### config.mk
export PLATFORM = sky130hd
export DESIGN_NAME = ccd_ctrl
export DESIGN_NICKNAME = d
export VERILOG_FILES = /design/src/rtl/ccd_pkg.sv /design/src/rtl/ccd_ctrl.sv
export SDC_FILE = /design/constraint.sdc
export NUM_CORES = 1
export LEC_CHECK = 0
export BUFFER_PORTS_ARGS = -buffer_cell sky130_fd_sc_hd__buf_2
export CAP_MARGIN = 0
export CELL_PAD_IN_SITES_DETAIL_PLACEMENT = 0
export CELL_PAD_IN_SITES_GLOBAL_PLACEMENT = 1
export CORE_MARGIN = 10
export CORE_UTILIZATION = 30
export DETAILED_ROUTE_END_ITERATION = 12
export PLACE_DENSITY_LB_ADDON = 0.1
export SYNTH_ARGS = -nofsm -noshare
export SYNTH_HDL_FRONTEND = slang
export SYNTH_SLANG_ARGS = --single-unit
### constraint.sdc
create_clock -name clk -period 1.2 [get_ports clk]
set_input_delay 0.24 -clock clk [delete_from_list [all_inputs] [get_ports clk]]
set_output_delay 0.24 -clock clk [all_outputs]
set_load 0.01 [all_outputs]
### src/rtl/ccd_pkg.sv
// Package for the complex correlate and detect gate.
// Holds widths, register indexes, command codes and the control structs.
`timescale 1ns / 1ps
package ccd_pkg;

	localparam int MAX_TAPS_DEF    = 32;
	localparam int SAMPLE_BITS_DEF = 16;

	localparam int CORR_W = 38;
	localparam int HALF_W = CORR_W / 2;
	localparam int MAG_W  = 2 * CORR_W;
	localparam int THR_W  = 17;
	localparam int TIU_W  = 6;
	localparam int EXT_W  = 16;
	localparam int RHS_W  = 2 * THR_W + 28;

	// register indexes on the configuration port
	localparam logic [1:0] REG_THRESHOLD = 2'd0;
	localparam logic [1:0] REG_TAPS      = 2'd1;
	localparam logic [1:0] REG_EXTRACT   = 2'd2;

	localparam logic [THR_W-1:0] THR_RESET = THR_W'(32768);
	localparam logic [TIU_W-1:0] TIU_RESET = TIU_W'(32);
	localparam logic [EXT_W-1:0] EXT_RESET = '0;

	// request kinds
	localparam logic FUNC_SAMPLE = 1'b0;
	localparam logic FUNC_TAP    = 1'b1;

	// magnitude sequence steps on the shared multiplier
	localparam logic [2:0] MS_RE_LL = 3'd0;
	localparam logic [2:0] MS_RE_HL = 3'd1;
	localparam logic [2:0] MS_RE_HH = 3'd2;
	localparam logic [2:0] MS_IM_LL = 3'd3;
	localparam logic [2:0] MS_IM_HL = 3'd4;
	localparam logic [2:0] MS_IM_HH = 3'd5;
	localparam logic [2:0] MS_THR   = 3'd6;
	localparam logic [2:0] MS_LAST  = MS_THR;

	typedef struct packed {
		logic       start;    // sample accepted: write window, arm MAC
		logic       tap_wr;   // tap write accepted
		logic       mac;      // issue one tap of the correlation
		logic       mul;      // issue one magnitude product
		logic [2:0] mstep;
		logic       out_load; // load the result register
	} cmd_t;

	typedef struct packed {
		logic last_tap;
		logic out_free;
	} sts_t;

endpackage

### src/rtl/ccd_ctrl.sv
// Controller of the correlate and detect gate: sequences MAC, magnitude and output.
// Depends on ccd_pkg.
`timescale 1ns / 1ps
module ccd_ctrl (
	input  logic          clk,
	input  logic          arst_n,
	input  logic          in_valid,
	output logic          in_ready,
	input  logic          func,
	input  ccd_pkg::sts_t sts,
	output ccd_pkg::cmd_t cmd
);
	import ccd_pkg::*;

	localparam logic [2:0] ST_IDLE   = 3'd0;
	localparam logic [2:0] ST_MAC    = 3'd1;
	localparam logic [2:0] ST_DRAIN1 = 3'd2;
	localparam logic [2:0] ST_DRAIN2 = 3'd3;
	localparam logic [2:0] ST_MAG    = 3'd4;
	localparam logic [2:0] ST_MWAIT  = 3'd5;
	localparam logic [2:0] ST_OUT    = 3'd6;

	logic [2:0] state_q, state_d;
	logic [2:0] mstep_q, mstep_d;

	// next state and commands
	always_comb begin
		state_d  = state_q;
		mstep_d  = mstep_q;
		cmd      = '0;
		in_ready = 1'b0;
		case (state_q)
			ST_IDLE: begin
				in_ready = 1'b1;
				if (in_valid) begin
					if (func == FUNC_TAP) begin
						cmd.tap_wr = 1'b1;
					end else begin
						cmd.start = 1'b1;
						state_d   = ST_MAC;
					end
				end
			end
			ST_MAC: begin
				cmd.mac = 1'b1;
				if (sts.last_tap) state_d = ST_DRAIN1;
			end
			ST_DRAIN1: state_d = ST_DRAIN2;
			ST_DRAIN2: begin
				state_d = ST_MAG;
				mstep_d = MS_RE_LL;
			end
			ST_MAG: begin
				cmd.mul   = 1'b1;
				cmd.mstep = mstep_q;
				if (mstep_q == MS_LAST) state_d = ST_MWAIT;
				else mstep_d = mstep_q + 3'd1;
			end
			ST_MWAIT: state_d = ST_OUT;
			ST_OUT: begin
				if (sts.out_free) begin
					cmd.out_load = 1'b1;
					state_d      = ST_IDLE;
				end
			end
			default: state_d = ST_IDLE;
		endcase
	end

	always_ff @(posedge clk or negedge arst_n) begin
		if (!arst_n) begin
			state_q <= ST_IDLE;
			mstep_q <= MS_RE_LL;
		end else begin
			state_q <= state_d;
			mstep_q <= mstep_d;
		end
	end

endmodule

==> flow_results.org <==
** Drt
- Initial DRC Count :: 3
- Total wirelength of the detailed-routed design :: between 1000 and 1500 um
- Detailed routing inserted a total of around 430 vias.
- In the routed design, unresolved DRC markers number 0.
- Routed Antenna Nets :: 0
- Avg WL per Cell :: around 13 um
- After detailed routing, the number of vias per cell comes to approximately 4.8.
- Drt pass-1 iters :: 2

** Clock network
- Clock tree from TritonCTS :: yes
- Number of clock sinks seen by CTS :: 6
- Buffers inserted during clock tree synthesis total 3.
- The clock passes through at most 2 buffers.
- H-tree levels :: 1
- Clock latency on the worst-skew pair, taken at its later pin, is about 0.24 ns.
- Clock edge transition at the registers on the reported setup and hold paths :: roughly 0.04 ns
- Clock root cell :: sky130_fd_sc_hd__clkbuf_4

** Floorplan
- Die width :: approximately 58 um
- Die Outline Area :: between 0.003 and 0.004 sq mm
- Pin placement for this block handled 15 I/O pins.
- The region available for standard cell placement spans ~0.0013 sq mm.
- Die height :: 57.7 um
- Effective utilization at floorplan :: between 30 and 40%
- After floorplanning, the core was divided into 13 placement rows.

** STA
- Setup violations remaining at the end of the flow were counted as 10.
- The routed design could run at a clock period as short as 1.51 ns.
- Worst slew margin relative to its limit :: between 80% and 90%
- Pins Over Slew Limit :: 0
- Setup slack on the critical path of the routed design comes to -0.306 ns.
- Transition at the pin with the smallest max-transition slack :: around 0.22 ns
- The count of final hold-check violations was 0.
- The tightest hold path in the finished design has a slack of roughly 0.32 ns.
- Fraction of the cycle the final worst path needs :: 126%
- Unrepaired setup endpoints after global routing :: yes
- The clock arrives with 0.000719 ns of skew.
- Timing would allow up to between 0.6 and 0.7 GHz.

** Placed design
- During placement, the flow inserted port buffers numbering 14.
- Detailed placement finished with a half-perimeter wire length of just under 900 um.
- Final estimated routing congestion in global placement :: between 0.6 and 0.7
- Counting tap cells, the placed design contains a total of 80 instances.
- Prior to clock tree synthesis, the placed netlist has a worst setup slack of -0.103 ns.

** Pwr
- Share of power burned in registers :: 25.6%
- Internal power contribution :: between 1 and 1.5 mW
- The worst-case IR drop observed on VDD is ~0.0013 V.
- Per report_power, the combinational group accounts for between 60 and 70% of the total.
- In this run the power spent charging and discharging nets is about 0.69 mW.
- Per report_power, the clock group accounts for ~10% of the total.
- Dividing total power by cell area gives a power density of around 2500 mW/mm^2.
- Leakage power figure :: about 0.33 nW
- Net switching is 39.6% of the power.

** Layout
- Cells with a size suffix above 1 make up around 62% of the layout.
- Fin nets :: 84
- From synthesis to final layout, the design area changed by 66.2%.
- Antenna cells :: 0
- Once layout is complete, the cells apart from fillers number about 90.

** Yosys
- EDFF count, synth :: 0
- Cells after Synth :: 47
- Largest area contributor in the synthesized netlist :: sky130_fd_sc_hd__dfrtp_1
- Post-synth ARST share :: 100%
- Each instance of the synthesized netlist takes up on average 9.05 sq um.
- For this run, the leading register cell type out of synthesis is sky130_fd_sc_hd__dfrtp_1.
- The top cell type by area accounts for approximately a third of the synthesized area.
- Post-synthesis sequential element count :: 6
- Synthesized area :: around 430 sq um
- In the synthesized netlist, the cells that appear most often are sky130_fd_sc_hd__a21oi_1 (6), sky130_fd_sc_hd__dfrtp_1 (6), sky130_fd_sc_hd__o21ai_0 (5).
- The number of different library cells used by synthesis comes to 23.
- When the netlist entered floorplanning its net count stood at 55.
- Of the synthesized area, sequential elements account for 35.3%.
- Sorting the synthesized cells by area gives the leading types as sky130_fd_sc_hd__dfrtp_1 (35%), sky130_fd_sc_hd__a21oi_1 (7.1%), sky130_fd_sc_hd__ha_1 (5.9%).
- Count of warnings emitted by yosys :: 0

** Global route
- The via count of the first global-routing pass is roughly 440.
- The initial antenna violation count was 0.
- Entering global routing, the biggest net connects 8 pins.
- Global routing finished with a remaining overflow of 0.
- In the global route stage, overall resource usage came out at roughly 6.7%.
- Wire length of the first global-routing pass :: 1880 um

** Worst setup path
- The worst register-to-register path begins at state_q[0]$_DFFE_PN0P_.
- Capture point of the critical path :: cmd[7]
- At the worst endpoint, the required time is ~0.96 ns.
- Counting cells, the worst reg-to-reg path comes to 5.
- Startpoint Class :: flip-flop
- STA classifies the critical path endpoint as an output port.
- Worst setup path category :: reg2out
- Critical path peak fanout :: 5
- The worst register-to-register path has a setup slack of -0.08 ns.
- CP Launch Point :: state_q[0]$_DFFE_PN0P_
- Worst reg2reg endpoint :: mstep_q[2]$_DFFE_PN0P_
- Worst Path Arrival :: between 1 and 1.5 ns

** Min path
- Worst hold-check path type :: in2reg

** Outcome
- Failing checks :: setup timing
- Run status :: complete, but fails checks

** Run
- Across the run, the number of max-cap violations was 0.
==> critical path, cell delays in order, from the launching register on <==
cell and delay [ns]:
sky130_fd_sc_hd__dfrtp_2 0.45, sky130_fd_sc_hd__buf_12 0.14, sky130_fd_sc_hd__nor3_4 0.13, sky130_fd_sc_hd__and3_4 0.20
sky130_fd_sc_hd__buf_6 0.09
==> sequential cells by signal, indices dropped and copies added (netlist names) <==
name,count
state_q,3
mstep_q,3
==> power by group through the flow <==
| stage | Sequential, mW | Clock (mW) | Combinational, mW |
|---|---|---|---|
| final | 0.446 | 0.180 | 1.12 |
| after CTS | 0.451 | 0.188 | 1.04 |
| after floorplan | 0.371 | 0 | 0.622 |
| after global placement | 0.449 | 0 | 0.831 |
| after detailed placement | 0.447 | 0 | 0.824 |
| after global routing | 0.467 | 0.205 | 1.24 |
==> kinds of logic after synthesis <==
kind of cell | count (synthesis) | synth area share, %
AND/OR/NAND/NOR | 17 | 27.4
adder cells (fa/ha/maj) | 2 | 5.88
flip-flops | 6 | 35.3
buffers and inverters | 6 | 8.23
AO/OA/AOI/OAI | 15 | 20.9
multiplexers | 1 | 2.35
==> cell usage in the layout, fill, tap and decap left out, types with 3 or more instances in the layout <==
master,instances
sky130_fd_sc_hd__buf_4,11
sky130_fd_sc_hd__buf_2,10
sky130_fd_sc_hd__a21oi_1,5
sky130_fd_sc_hd__o21ai_0,5
sky130_fd_sc_hd__buf_6,4
sky130_fd_sc_hd__clkbuf_4,3
sky130_fd_sc_hd__dfrtp_1,3
sky130_fd_sc_hd__dfrtp_2,3
==> final cells by class <==
class / count / area, sq um
fill: 141 / 611
multi-input combinational: 35 / 293
timing repair buffer: 27 / 208
sequential: 6 / 154
clock buffer: 3 / 22.5
tap: 15 / 18.8
inverter: 3 / 11.3
==> worst min-delay path by stage <==
| stage | from | to | slack, ns | cells past startpoint |
|---|---|---|---|---|
| global placement | arst_n | state_q[1]$_DFFE_PN0P_ | 0.07 | 1 |
| finish | sts[0] | state_q[1]$_DFFE_PN0P_ | 0.32 | 4 |
| CTS | sts[0] | state_q[1]$_DFFE_PN0P_ | 0.32 | 4 |
| detailed placement | arst_n | state_q[1]$_DFFE_PN0P_ | 0.07 | 1 |
| floorplan | arst_n | mstep_q[0]$_DFFE_PN0P_ | -0.06 | 0 |
| global route | sts[0] | state_q[1]$_DFFE_PN0P_ | 0.34 | 4 |
==> stage by stage <==
| stage | total power, mW | util (%) | area, sq um | TNS, ns |
|---|---|---|---|---|
| floorplan | 0.994 | - | 450 | -0.00280 |
| global placement | 1.28 | 42.6 | 562 | -0.491 |
| detailed placement | 1.27 | 42.6 | 562 | -0.520 |
| CTS | 1.68 | 51.0 | 672 | -2.43 |
| global route | 1.91 | 53.7 | 707 | -3.40 |
| finish | 1.74 | 53.7 | 707 | -2.45 |
==> layer usage <==
layer,global-route usage (%),wire length (um),vias to the layer above
met5,0,0,-
met4,0,0,0
met3,4.79,109,0
met2,12.0,588,11
met1,6.65,446,190
li1,-,-,224
==> timing repair <==
action	CTS	global route
setup buffers	3	2
pin swaps	4	4
endpoints found under the setup margin	12	12
gates resized for setup	10	5
hold endpoints to repair	6	0
hold buffers	1	0
No activity file was read; power rests on OpenSTA's default activity.
